==> config.mk <==
export PLATFORM = sky130hd
export DESIGN_NAME = lkc_ctrl
export DESIGN_NICKNAME = d
export VERILOG_FILES = /design/src/rtl/lkc_pkg.sv /design/src/rtl/lkc_ctrl.sv
export SDC_FILE = /design/constraint.sdc
export NUM_CORES = 1
export LEC_CHECK = 0
export ABC_AREA = 1
export BUFFER_PORTS_ARGS = -buffer_cell sky130_fd_sc_hd__buf_2
export CAP_MARGIN = 20
export CELL_PAD_IN_SITES_DETAIL_PLACEMENT = 1
export CELL_PAD_IN_SITES_GLOBAL_PLACEMENT = 2
export CORE_AREA = 2 2 39 41
export CTS_BUF_LIST = sky130_fd_sc_hd__clkbuf_4 sky130_fd_sc_hd__clkbuf_8
export CTS_CLUSTER_SIZE = 20
export DETAILED_ROUTE_END_ITERATION = 8
export DIE_AREA = 0 0 41 43
export PLACE_DENSITY = 0.48
export SLEW_MARGIN = 5
export SYNTH_ARGS = -nofsm -noshare
export SYNTH_HDL_FRONTEND = slang
export SYNTH_SLANG_ARGS = --single-unit
export TNS_END_PERCENT = 20
==> constraint.sdc <==
create_clock -name clk_i -period 2.3 [get_ports clk_i]
set_clock_uncertainty 0.1 [all_clocks]
set_input_delay 0.115 -clock clk_i [delete_from_list [all_inputs] [get_ports clk_i]]
set_output_delay 0.115 -clock clk_i [all_outputs]
set_load 0.02 [all_outputs]
==> src/rtl/lkc_pkg.sv <==
package lkc_pkg;

  localparam int unsigned DEF_CAPACITY = 64;
  localparam int unsigned KEY_W        = 32;
  localparam int unsigned SLOT_W       = 6;
  localparam int unsigned IN_DATA_W    = 96;
  localparam int unsigned IN_USER_W    = 2;
  localparam int unsigned OUT_DATA_W   = 104;
  localparam int unsigned OUT_USER_W   = 3;

  typedef enum logic [1:0] {
    S_IDLE,
    S_CMP,
    S_UPD
  } lkc_state_e;

  typedef struct packed {
    logic load;
    logic compare;
    logic update;
  } lkc_cmd_t;

endpackage

==> src/rtl/lkc_ctrl.sv <==
module lkc_ctrl (
  input  logic              clk_i,
  input  logic              rst_ni,
  input  logic              s_tvalid_i,
  output logic              s_tready_o,
  input  logic              m_tready_i,
  output logic              m_tvalid_o,
  output lkc_pkg::lkc_cmd_t cmd_o
);

  lkc_pkg::lkc_state_e state_q, state_d;
  logic                out_valid_q, out_valid_d;

  always_ff @(posedge clk_i or negedge rst_ni) begin
    if (!rst_ni) begin
      state_q     <= lkc_pkg::S_IDLE;
      out_valid_q <= 1'b0;
    end else begin
      state_q     <= state_d;
      out_valid_q <= out_valid_d;
    end
  end

  always_comb begin
    state_d    = state_q;
    cmd_o      = '0;
    s_tready_o = 1'b0;
    case (state_q)
      lkc_pkg::S_IDLE: begin
        s_tready_o = 1'b1;
        if (s_tvalid_i) begin
          cmd_o.load = 1'b1;
          state_d    = lkc_pkg::S_CMP;
        end
      end
      lkc_pkg::S_CMP: begin
        cmd_o.compare = 1'b1;
        state_d       = lkc_pkg::S_UPD;
      end
      lkc_pkg::S_UPD: begin
        // wait for the output register to free up
        if (!out_valid_q || m_tready_i) begin
          cmd_o.update = 1'b1;
          state_d      = lkc_pkg::S_IDLE;
        end
      end
      default: begin
        state_d = lkc_pkg::S_IDLE;
      end
    endcase

    if (cmd_o.update) begin
      out_valid_d = 1'b1;
    end else if (m_tready_i) begin
      out_valid_d = 1'b0;
    end else begin
      out_valid_d = out_valid_q;
    end
  end

  assign m_tvalid_o = out_valid_q;

endmodule

==> results.md, run 1 <==
| Stage | Metric | Reported |
| --- | --- | --- |
| clocking | Clock transition at the registers of the reported paths | 0.04 ns |
| sta | Fmax | 754 MHz |
| yosys | Top area cells in the synthesized netlist | sky130_fd_sc_hd__dfrtp_1, sky130_fd_sc_hd__nor2_1, sky130_fd_sc_hd__nor3b_1, sky130_fd_sc_hd__inv_1, sky130_fd_sc_hd__nand2_1 |
| yosys | Cell accounting for the most synthesized area | sky130_fd_sc_hd__dfrtp_1 |
| setup path | Critical path peak fanout | 2 |
| yosys | Post-Synthesis Mean Instance Area | 7.90 µm² |
| sta | Final WS setup | 0.974 ns |
| finish | Final Util | 0.183 |
| clocking | CTS tree | yes |
| setup path | Cell with the largest stage delay on the worst path | sky130_fd_sc_hd__dlygate4sd3_1 |
| setup path | Source of the critical timing path | m_tready_i |
| placement | Global placement routability congestion | 0.603 |
| setup path | Arrival time at the worst endpoint | 1.11 ns |
| route | Initial drt markers | 0 |
| setup path | Startpoint class of the critical path | input port |
| sta | Sum of negative setup slack | 0 ns |
| finish | Sequential cell area | 75.1 µm² |
| route | Post-detailed-route count of antenna-violating nets | 0 |
| status | Run status | finished, final reports clean |
| run | Max-cap check violation count | 0 |
| die | Width of the die | 41 µm |
| yosys | Total standard cell area after synthesis | 150 µm² |
| yosys | Library cells used by synthesis | 9 |
| route | Post-Route WL | 343 µm |
| global route | Antenna violations before repair | 0 |
| finish | Area of the multi-input gates | 52.6 µm² |
| yosys | Number of enable-type register cells in the synthesized netlist | 0 |
| placement | Worst setup timing slack at the placement stage | 1.26 ns |
| yosys | Top-area cell type share of the netlist area | 0.500 |
| setup path | Reg-to-Reg End | state_q[1]$_DFFE_PN0P_ |
| setup path | Kind of cell adding the most delay to the critical path | buffers and inverters |
| die | Die footprint | 0.00176 mm² |
| finish | Number of antenna cells inserted | 0 |
| yosys | Number of register bits inferred by synthesis | 3 |
| clocking | CTS H-tree depth | 1 |
| global route | Global-route wire length before repair | 538 µm |
| setup path | Setup CP Type | in2out |
| finish | Nets | 37 |
| finish | Fill cells | 176 |
| sta | Post-layout min period | 1.33 ns |
| clocking | Number of cells upsized or downsized after cts | 0 |
| yosys | Most instantiated cells after synthesis | sky130_fd_sc_hd__nor2_1, sky130_fd_sc_hd__dfrtp_1, sky130_fd_sc_hd__inv_1, sky130_fd_sc_hd__nand2_1, sky130_fd_sc_hd__nor3b_1 |
| clocking | Number of buffers added by the clock tree synthesis step | 3 |
| route | Number of optimization iterations in the first detailed-route pass | 1 |
| worst hold path | Capture endpoint of the worst hold path | state_q[0]$_DFFE_PN0P_ |
| die | Initial core utilization | 0.108 |
| setup path | Critical path capture point type | primary output |
| power | Pleak | 0.000135 µW |
| power | Power density normalized to cell area | 1180 mW/mm² |
| setup path | Startpoint of the worst-slack reg-to-reg timing path | state_q[1]$_DFFE_PN0P_ |
| route | DR WL/cell | 7.15 µm |
| route | Per-cell via count in the routed design | 3.27 |
| sta | Worst Tran Pin Value | 0.195 ns |
| clocking | Clock tree sinks | 3 |
| setup path | CP Data Required Time | 2.09 ns |
| die | Die Ht | 43 µm |
| worst hold path | Hold_sp | s_tvalid_i |
| finish | Area growth syn-to-layout | 68.3% |
| yosys | Primary FF master, synth | sky130_fd_sc_hd__dfrtp_1 |
| setup path | Cell depth of the worst flop-to-flop path | 4 |
| placement | Total cell area at the placement stage | 203 µm² |
| yosys | YS warnings | 0 |
| global route | Pin count of the biggest net entering global routing | 7 |
| die | Top-level port count | 9 |
| finish | Share of layout cells above drive strength 1 | 0.438 |
| worst hold path | Number of stages on the worst hold path | 2 |
| setup path | Critical path, cell by cell | dlygate4sd3_1, buf_2, nor2_1, nor2_1, buf_2 |
| finish | Final design instance area without fill | 253 µm² |
| die | Cell Rows | 14 |
| sta | Tcrit/Tclk final | 0.577 |
| sta | Normalized max-slew margin | 0.870 |
| sta | Number of slew-limit violations in the final report | 0 |
| global route | Vias in the first global route | 139 |
| yosys | Net count of the mapped netlist | 23 |
| route | Number of vias after detailed routing | 157 |
| yosys | Proportion of synthesized flip-flops having asynchronous set or reset | 1.00 |
| setup path | Largest stage delay, worst path | 0.53 ns |
| setup path | WP buf/inv | 3 |
| die | Area of the core | 0.00138 mm² |
| clocking | Clk root buf | sky130_fd_sc_hd__clkbuf_4 |
| setup path | Slack of the worst reg-to-reg path | 1.44 ns |
| yosys | Sequential share of the synthesized area | 0.500 |
| placement | Buffers on Ports | 8 |
| sta | Final Hold Vio Count | 0 |
| yosys | Leading cell type by number of instances after synthesis | sky130_fd_sc_hd__nor2_1 |
| route | DRC violation count after routing | 0 |
| clocking | Later-pin clock latency in the skew report | 0.23 ns |
| global route | Overall Global Routing Usage | 0.0514 |
| sta | Unrepaired setup endpoints after global routing | no |
| worst hold path | Hold/Removal Path Class | in2reg |
| placement | HPWL after DPL | 272 µm |
| sta | Setup-violating endpoint count in the final report | 0 |
| clocking | Maximum number of buffers from clock root to sink | 2 |
| yosys | Mapped Cells | 19 |
| power | Worst supply voltage drop on vdd | 0.440 mV |
| global route | Total overflow reported by the global router | 0 |
-- layer usage --
metal,part of all wire,up-vias,GRT usage,wire [µm]
met5,0,-,0,0
met4,0,0,0.0200,0
met1,0.50,69,0.0684,173
met2,0.39,7,0.0469,135
li1,-,81,-,-
met3,0.099,0,0.0628,34
-- state kept, by name (all words and copies together), names as in the netlist --
name / cells
state_q: 2
m_tvalid_o: 1
-- power by group --
part           switching [µW]  internal [µW]
Combinational            68.9           38.5
Clock                    27.8           76.8
Sequential               17.6           69.7
Total                     114            185
-- layout by cell type, fill, tap and decap left out, types with 2 or more instances in the layout --
master,n
sky130_fd_sc_hd__dfrtp_1,3
sky130_fd_sc_hd__nand2_1,3
sky130_fd_sc_hd__nor2_1,4
sky130_fd_sc_hd__nor3b_1,2
sky130_fd_sc_hd__clkbuf_4,4
sky130_fd_sc_hd__inv_1,3
sky130_fd_sc_hd__buf_2,8
sky130_fd_sc_hd__dlygate4sd3_1,2
-- per-stage QoR --
stage / power, µW / cells / hold WS [ns]
after global placement: 196 / 42 / -0.187
after CTS: 308 / 48 / 0.0427
final: 299 / 48 / 0.0508
after detailed placement: 196 / 42 / -0.187
after floorplan: 164 / 19 / -0.281
after global routing: 328 / 48 / 0.0401
-- worst max path at each step --
stage | endpoint | slack (ns) | cells after the start
6_report | cmd_o[0] | 0.97 | 5
2_1_floorplan | cmd_o[2] | 1.12 | 1
3_3_place_gp | cmd_o[0] | 1.27 | 4
3_5_place_dp | cmd_o[0] | 1.26 | 4
5_1_grt | cmd_o[0] | 0.89 | 5
4_1_cts | cmd_o[0] | 0.95 | 5
-- layout make-up --
| class | count | share of cell area |
|---|---|---|
| multi-input combinational | 11 | 0.208 |
| timing repair buffer | 10 | 0.238 |
| tap | 16 | 0.0792 |
| sequential | 3 | 0.297 |
| inverter | 4 | 0.0594 |
| clock buffer | 4 | 0.119 |
-- cell families (layout without fill, tap and decap cells) --
| kind of cell | count (synthesis) | after routing | share of synthesized area |
|---|---|---|---|
| AOI/OAI and AO/OA | 1 | 1 | 0.0333 |
| and+or+nand+nor | 10 | 10 | 0.317 |
| DFF | 3 | 3 | 0.500 |
| buffers and inverters | 5 | 18 | 0.150 |
-- what timing repair did --
action                                 CTS  global route
endpoints found under the hold margin    4             0
buffers inserted                         0             0
hold buffers                             2             0
No activity file was read; power rests on OpenSTA's default activity.
==> run 2, diff against run 1 <==
- clock period: 2.3 -> 1.3 ns (I/O delays scaled with it)
==> run 2 against run 1 <==
  * Via count is 3.2% higher
  * Non-clock buffer count is 2 higher
  * Flip-flop and latch count stayed put
  * First-iteration DRC count is 1 higher
  * Clock power is 77% higher
  * Global-route usage is 0.81 points higher
  * Worst setup slack worse by 0.89 ns
  * Design area is 8.4% higher
  * Clock-buffer cell count stayed put
  * Largest cell class is now buffers
  * Highest routed layer unchanged
==> results.md, run 2 (same netlist as run 1, synthesis figures left out) <==
| Stage | Metric | Reported | Delta |
| --- | --- | --- | --- |
| status | Run status | finished, final reports clean | unchanged |
| clocking | Clock tree sinks | 3 | unchanged |
| placement | Worst setup timing slack at the placement stage | 0.301 ns | was 1.26 ns |
| route | Number of vias after detailed routing | 162 | was 157 |
| sta | Worst Tran Pin Value | 0.139 ns | was 0.195 ns |
| die | Initial core utilization | 0.108 | unchanged |
| placement | Total cell area at the placement stage | 203 µm² | unchanged |
| finish | Final design instance area without fill | 274 µm² | was 253 µm² |
| die | Area of the core | 0.00138 mm² | unchanged |
| die | Width of the die | 41 µm | unchanged |
| placement | Buffers on Ports | 8 | unchanged |
| finish | Commonest cells after routing, fill and taps aside | sky130_fd_sc_hd__buf_2, sky130_fd_sc_hd__clkbuf_4 | was sky130_fd_sc_hd__buf_2, sky130_fd_sc_hd__nor2_1, sky130_fd_sc_hd__clkbuf_4 |
| sta | Number of slew-limit violations in the final report | 0 | unchanged |
| setup path | Setup CP Type | in2out | unchanged |
| clocking | CTS H-tree depth | 1 | unchanged |
| route | Number of optimization iterations in the first detailed-route pass | 3 | was 1 |
| global route | Met3 track demand over resource | 0.0628 | unchanged |
| die | Top-level port count | 9 | unchanged |
| die | Cell Rows | 14 | unchanged |
| power | Power density normalized to cell area | 2010 mW/mm² | was 1180 mW/mm² |
| sta | Post-layout min period | 1.22 ns |  |
| worst hold path | Hold/Removal Path Class | in2async | was in2reg |
| finish | Share of layout cells above drive strength 1 | 0.500 | was 0.438 |
| clocking | Clock transition at the registers of the reported paths | 0.04 ns | about the same |
| setup path | CP Data Required Time | 1.13 ns | was 2.09 ns |
| power | Pleak | 0.000143 µW | was 0.000135 µW |
| clocking | Number of buffers added by the clock tree synthesis step | 3 | unchanged |
| setup path | Critical path capture point type | primary output | unchanged |
| clocking | Maximum number of buffers from clock root to sink | 2 | unchanged |
| setup path | Arrival time at the worst endpoint | 1.05 ns | was 1.11 ns |
| finish | Max FFs per register | 2 | unchanged |
| route | DRC violation count after routing | 0 | unchanged |
| global route | Met1 global-route usage | 0.0814 | was 0.0684 |
| placement | HPWL after DPL | 281 µm | was 272 µm |
| clocking | CTS tree | yes | unchanged |
| finish | Biggest register | state_q | unchanged |
| global route | Most heavily used metal layer in global routing | met1 | unchanged |
| route | Post-Route WL | 393 µm | was 343 µm |
| sta | Unrepaired setup endpoints after global routing | no | unchanged |
| sta | Setup-violating endpoint count in the final report | 0 | unchanged |
| sta | Final WS setup | 0.0848 ns | was 0.974 ns |
| sta | Tcrit/Tclk final | 0.935 |  |
| clocking | Later-pin clock latency in the skew report | 0.23 ns | about the same |
| power | Worst supply voltage drop on vdd | 0.758 mV | was 0.440 mV |
| run | Max-cap check violation count | 0 | unchanged |
| global route | Global-route wire length before repair | 641 µm | was 538 µm |
| sta | Fmax | 823 MHz |  |
| power | PnR Total Power | 551 µW | was 299 µW |
| global route | Total overflow reported by the global router | 0 | unchanged |
| finish | Nets | 39 | was 37 |
| sta | Final Hold Vio Count | 0 | unchanged |
| finish | Number of antenna cells inserted | 0 | unchanged |
| route | Initial drt markers | 1 | was 0 |
| placement | Global placement routability congestion | 0.583 | was 0.603 |
| global route | Pin count of the biggest net entering global routing | 7 | unchanged |
| global route | Vias in the first global route | 155 | was 139 |
| setup path | Startpoint class of the critical path | input port | unchanged |
| finish | Area growth syn-to-layout | 82.5% | was 68.3% |
| sta | Final worst hold slack | 0.0549 ns | was 0.0508 ns |
| route | Per-cell via count in the routed design | 3.24 | was 3.27 |
| clocking | Clk root buf | sky130_fd_sc_hd__clkbuf_4 | unchanged |
| global route | Overall Global Routing Usage | 0.0595 | was 0.0514 |
| sta | Sum of negative setup slack | 0 ns | unchanged |
| global route | Antenna violations before repair | 0 | unchanged |
| finish | Commonest non-fill, non-tap cell in the layout | sky130_fd_sc_hd__buf_2 | unchanged |
| setup path | Critical path peak fanout | 2 | unchanged |
| die | Die footprint | 0.00176 mm² | unchanged |
| global route | M2 GR Usage | 0.0594 | was 0.0469 |
| route | Post-detailed-route count of antenna-violating nets | 0 | unchanged |
| route | DR WL/cell | 7.86 µm | was 7.15 µm |
| sta | Normalized max-slew margin | 0.906 | was 0.870 |
| die | Die Ht | 43 µm | unchanged |
-- run 2: changes by cell type in the layout (fill, tap and decap cells not counted) --
cell and delta:
sky130_fd_sc_hd__nor2_1 -1, sky130_fd_sc_hd__nor2_2 +1, sky130_fd_sc_hd__buf_4 +1, sky130_fd_sc_hd__dfrtp_1 -1
sky130_fd_sc_hd__dlygate4sd3_1 +1, sky130_fd_sc_hd__dfrtp_2 +1
-- run 2: worst paths after layout --
path                                   startpoint                endpoint  slack [ns]  cells past startpoint
setup / recovery                       m_tready_i                cmd_o[0]        0.08                      5
hold / removal                             rst_ni  m_tvalid_o$_DFFE_PN0P_        0.05                      2
setup reg to reg           state_q[0]$_DFFE_PN0P_  state_q[0]$_DFFE_PN0P_        0.40                      2
hold reg to reg            state_q[1]$_DFFE_PN0P_  state_q[0]$_DFFE_PN0P_        0.41                      1
max in group asynchronous                  rst_ni  state_q[1]$_DFFE_PN0P_        0.93                      2
min in group clk_i         state_q[1]$_DFFE_PN0P_  state_q[0]$_DFFE_PN0P_        0.41                      1
-- run 2: what timing repair did --
item / in CTS / in global routing
endpoints found under the setup margin: 0 / 2
resized for setup: 0 / 2
endpoints found under the hold margin: 5 / 0
hold buffers: 3 / 0
setup buffers: 0 / 1
-- run 2: power breakdown --
group          internal [µW]  switching (µW)  leakage, µW
logic                   79.4             131    0.0000873
registers                125            30.1    0.0000371
clock network            136            49.6    0.0000184
-- run 2: layer usage --
layer | up-vias | routed length [µm]
met5 | - | 0
met4 | 0 | 0
met3 | 0 | 41
met2 | 7 | 158
met1 | 70 | 194
li1 | 85 | -
-- run 2: stage by stage --
stage / util / std cells
after floorplan: - / 19
after global placement: 0.146 / 42
after detailed placement: 0.146 / 42
after CTS: 0.190 / 49
after global routing: 0.198 / 50
final: 0.198 / 50
-- run 2: final cells by class --
cell class	instances	area [µm²]
tap	16	20.0
clock buffer	4	30.0
sequential	3	76.3
multi-input combinational	11	55.1
inverter	4	15.0
timing repair buffer	12	77.6
fill	173	1110
-- run 2: critical path, cell delays in order --
cell	delay (ns)
sky130_fd_sc_hd__dlygate4sd3_1	0.53
sky130_fd_sc_hd__buf_2	0.13
sky130_fd_sc_hd__nor2_2	0.13
sky130_fd_sc_hd__nor2_1	0.05
sky130_fd_sc_hd__buf_2	0.15
==> run 3, diff against run 2 <==
- ABC_AREA: 1 -> default
- PLACE_DENSITY: 0.48 -> 0.44
==> run 3 against run 2 <==
  * Register-to-register slack about the same
  * Worst setup slack worse by 0.017 ns
  * Sequential power fell by 6%
  * Via count is 18% lower
  * Critical path depth down 2
  * Clock power is essentially flat
  * Design area fell by 11%
  * Hold slack worse by 0.0092 ns
  * Critical path type is now reg2out
  * Largest cell class is now registers
  * Largest power group unchanged
==> results.md, run 3 <==
| Stage | Metric | Reported | Delta |
| --- | --- | --- | --- |
| status | Run status | finished, final reports clean | unchanged |
| route | Number of vias after detailed routing | 133 | was 162 |
| die | Cell Rows | 14 | unchanged |
| global route | Met1 global-route usage | 0.0550 | was 0.0814 |
| finish | Commonest non-fill, non-tap cell in the layout | sky130_fd_sc_hd__buf_2 | unchanged |
| setup path | Slack of the worst reg-to-reg path | 0.39 ns | was 0.40 ns |
| global route | Total overflow reported by the global router | 0 | unchanged |
| setup path | Critical path peak fanout | 3 | was 2 |
| route | Post-detailed-route count of antenna-violating nets | 0 | unchanged |
| finish | Share of layout cells above drive strength 1 | 0.538 | was 0.500 |
| route | Per-cell via count in the routed design | 3.17 | was 3.24 |
| finish | Sequential cell area | 75.1 µm² | was 76.3 µm² |
| setup path | End of the critical path | cmd_o[0] | unchanged |
| yosys | Proportion of synthesized flip-flops having asynchronous set or reset | 1.00 | unchanged |
| setup path | Cell with the largest stage delay on the worst path | sky130_fd_sc_hd__dfrtp_1 | was sky130_fd_sc_hd__dlygate4sd3_1 |
| global route | Pin count of the biggest net entering global routing | 4 | was 7 |
| yosys | Cell accounting for the most synthesized area | sky130_fd_sc_hd__dfrtp_1 | unchanged |
| yosys | Total standard cell area after synthesis | 140 µm² | was 150 µm² |
| power | Power density normalized to cell area | 2150 mW/mm² | was 2010 mW/mm² |
| clocking | CTS H-tree depth | 1 | unchanged |
| worst hold path | Number of stages on the worst hold path | 3 |  |
| setup path | Setup CP Type | reg2out | was in2out |
| yosys | YS warnings | 0 | unchanged |
| yosys | Post-synthesis adder-cell area fraction | 0 | unchanged |
| sta | Worst Tran Pin Value | 0.135 ns | was 0.139 ns |
| yosys | Simple logic cell fraction of the synthesized area | 0.357 | was 0.317 |
| yosys | Top area cells in the synthesized netlist | sky130_fd_sc_hd__dfrtp_1, sky130_fd_sc_hd__and2_1, sky130_fd_sc_hd__nand2b_1, sky130_fd_sc_hd__nor2b_2, sky130_fd_sc_hd__buf_4 | was sky130_fd_sc_hd__dfrtp_1, sky130_fd_sc_hd__nor2_1, sky130_fd_sc_hd__nor3b_1, sky130_fd_sc_hd__inv_1, sky130_fd_sc_hd__nand2_1 |
| finish | Max FFs per register | 2 | unchanged |
| setup path | Startpoint class of the critical path | flop | was input port |
| finish | Nets | 31 | was 39 |
| sta | Tcrit/Tclk final | 0.948 | was 0.935 |
| setup path | Startpoint of the worst-slack reg-to-reg timing path | state_q[0]$_DFFE_PN0P_ | unchanged |
| route | Post-Route WL | 333 µm | was 393 µm |
| yosys | Top-area cell type share of the netlist area | 0.536 | was 0.500 |
| clocking | Maximum number of buffers from clock root to sink | 2 | unchanged |
| yosys | Number of register bits inferred by synthesis | 3 | unchanged |
| die | Initial core utilization | 0.101 | was 0.108 |
| setup path | Kind of cell adding the most delay to the critical path | flip-flops | was buffers and inverters |
| sta | Final worst hold slack | 0.0458 ns | was 0.0549 ns |
| die | Area of the core | 0.00138 mm² | unchanged |
| yosys | Main combinational cell family by area after synthesis | simple AND/OR/NAND/NOR gates | unchanged |
| finish | Commonest cells after routing, fill and taps aside | sky130_fd_sc_hd__buf_2, sky130_fd_sc_hd__clkbuf_4, sky130_fd_sc_hd__dfrtp_1 | was sky130_fd_sc_hd__buf_2, sky130_fd_sc_hd__clkbuf_4 |
| sta | Number of slew-limit violations in the final report | 0 | unchanged |
| finish | Final Util | 0.177 | was 0.198 |
| die | Top-level port count | 9 | unchanged |
| sta | Post-layout min period | 1.23 ns | was 1.22 ns |
| global route | Overall Global Routing Usage | 0.0563 | was 0.0595 |
| setup path | WP buf/inv | 1 | was 3 |
| clocking | CTS tree | yes | unchanged |
| worst hold path | Hold/Removal Path Class | in2reg | was in2async |
| yosys | Post-Synthesis Mean Instance Area | 10.8 µm² | was 7.90 µm² |
| yosys | Net count of the mapped netlist | 17 | was 23 |
| global route | Most heavily used metal layer in global routing | met4 | was met1 |
| yosys | Parity-gate share of the synthesized area counting xor and xnor cells | 0 | unchanged |
| placement | Total cell area at the placement stage | 193 µm² | was 203 µm² |
| clocking | Clock tree sinks | 3 | unchanged |
| run | Max-cap check violation count | 0 | unchanged |
| sta | Normalized max-slew margin | 0.910 | was 0.906 |
| yosys | Library cells used by synthesis | 9 | unchanged |
| power | PnR Total Power | 527 µW | was 551 µW |
| setup path | Critical path, cell by cell | nand2b_1, nor2b_1, buf_4 | was dlygate4sd3_1, buf_2, nor2_2, nor2_1, buf_2 |
| clocking | Later-pin clock latency in the skew report | 0.23 ns | about the same |
| power | Pleak | 0.000124 µW | was 0.000143 µW |
| sta | Fmax | 811 MHz | was 823 MHz |
| setup path | CP Data Required Time | 1.13 ns | about the same |
| route | DR WL/cell | 7.93 µm | was 7.86 µm |
| setup path | Source of the critical timing path | state_q[0]$_DFFE_PN0P_ | was m_tready_i |
| yosys | Leading cell type by number of instances after synthesis | sky130_fd_sc_hd__dfrtp_1 | was sky130_fd_sc_hd__nor2_1 |
| setup path | Reg-to-Reg End | state_q[1]$_DFFE_PN0P_ | was state_q[0]$_DFFE_PN0P_ |
| clocking | Clock transition at the registers of the reported paths | 0.04 ns | about the same |
| global route | M2 GR Usage | 0.0563 | was 0.0594 |
| global route | Met3 track demand over resource | 0.0471 | was 0.0628 |
| global route | Global-route wire length before repair | 552 µm | was 641 µm |
| global route | Antenna violations before repair | 0 | unchanged |
| yosys | Number of enable-type register cells in the synthesized netlist | 0 | unchanged |
| yosys | Post-synthesis mux area share | 0 | unchanged |
| clocking | Number of buffers added by the clock tree synthesis step | 3 | unchanged |
| sta | Final Hold Vio Count | 0 | unchanged |
| yosys | Most instantiated cells after synthesis | sky130_fd_sc_hd__dfrtp_1, sky130_fd_sc_hd__and2_1, sky130_fd_sc_hd__nand2b_1 | was sky130_fd_sc_hd__nor2_1, sky130_fd_sc_hd__dfrtp_1, sky130_fd_sc_hd__inv_1, sky130_fd_sc_hd__nand2_1, sky130_fd_sc_hd__nor3b_1 |
| yosys | Mapped Cells | 13 | was 19 |
| route | DRC violation count after routing | 0 | unchanged |
| finish | Number of antenna cells inserted | 0 | unchanged |
| sta | Unrepaired setup endpoints after global routing | yes | was no |
| power | Worst supply voltage drop on vdd | 0.578 mV | was 0.758 mV |
| sta | Final WS setup | 0.0674 ns | was 0.0848 ns |
| yosys | Sequential share of the synthesized area | 0.536 | was 0.500 |
| setup path | Critical path capture point type | primary output | unchanged |
| placement | Buffers on Ports | 8 | unchanged |
| yosys | Primary FF master, synth | sky130_fd_sc_hd__dfrtp_1 | unchanged |
| yosys | Compound-cell area share of the yosys netlist | 0.0536 | was 0.0333 |
| clocking | Clk root buf | sky130_fd_sc_hd__clkbuf_4 | unchanged |
| die | Die footprint | 0.00176 mm² | unchanged |
| die | Die Ht | 43 µm | unchanged |
| die | Width of the die | 41 µm | unchanged |
| sta | Setup-violating endpoint count in the final report | 0 | unchanged |
| setup path | Logic depth of the worst path, buffers included | 3 | was 5 |
| finish | Area of the multi-input gates | 57.6 µm² | was 55.1 µm² |
| placement | Global placement routability congestion | 0.621 | was 0.583 |
| setup path | Largest stage delay, worst path | 0.39 ns | was 0.53 ns |
| global route | Vias in the first global route | 143 | was 155 |
| placement | Worst setup timing slack at the placement stage | 0.297 ns | was 0.301 ns |
| route | Initial drt markers | 3 | was 1 |
| setup path | Cell depth of the worst flop-to-flop path | 2 | unchanged |
| finish | Biggest register | state_q | unchanged |
| route | Number of optimization iterations in the first detailed-route pass | 4 | was 3 |
| finish | Area growth syn-to-layout | 75.0% | was 82.5% |
| setup path | Arrival time at the worst endpoint | 1.07 ns | was 1.05 ns |
| finish | Final design instance area without fill | 245 µm² | was 274 µm² |
| finish | Fill cells | 168 | was 173 |
run 3: routing by layer:
metal	part of all wire	wire [µm]
met5	0	0
met4	0	0
met1	0.49	163
met2	0.36	119
met3	0.15	51
run 3: power breakdown:
group	internal [µW]	switching [µW]	total (µW)
logic	78.5	115	194
registers	123	21.3	145
clock network	136	52.7	189
total	338	189	527
run 3: how the worst min path moves through the flow:
stage,from,to
finish,m_tready_i,m_tvalid_o$_DFFE_PN0P_
floorplan,rst_ni,m_tvalid_o$_DFFE_PN0P_
detailed placement,rst_ni,m_tvalid_o$_DFFE_PN0P_
global placement,rst_ni,m_tvalid_o$_DFFE_PN0P_
CTS,m_tready_i,m_tvalid_o$_DFFE_PN0P_
global route,m_tready_i,m_tvalid_o$_DFFE_PN0P_
run 3: timing repair:
| action | 4_1_cts | 5_1_grt |
|---|---|---|
| buffers inserted | 0 | 0 |
| hold buffers | 2 | 0 |
| endpoints found under the hold margin | 4 | 0 |
| resized for setup | 0 | 1 |
| setup endpoints to repair | 0 | 2 |
run 3: logic make-up after synthesis:
kind of cell,count (synthesis)
compound gates,1
buf+inv,1
flops,3
simple gates,8
run 3: stage by stage:
| stage | TNS, ns | cells |
|---|---|---|
| final | 0 | 42 |
| after global placement | 0 | 36 |
| after detailed placement | 0 | 36 |
| after global routing | -0.0336 | 42 |
| after floorplan | 0 | 13 |
| after CTS | 0 | 42 |
run 3: layout make-up:
| class | count | area share |
|---|---|---|
| Clock buffer | 4 | 0.122 |
| Multi-Input combinational cell | 9 | 0.235 |
| Sequential cell | 3 | 0.306 |
| Tap cell | 16 | 0.0816 |
| Timing Repair Buffer | 10 | 0.255 |
run 3: tightest hold or removal path, delay by kind of cell:
family / cells / cell delay (ns)
and+or+nand+nor: 2 / 0.20
buffers and inverters: 1 / 0.07
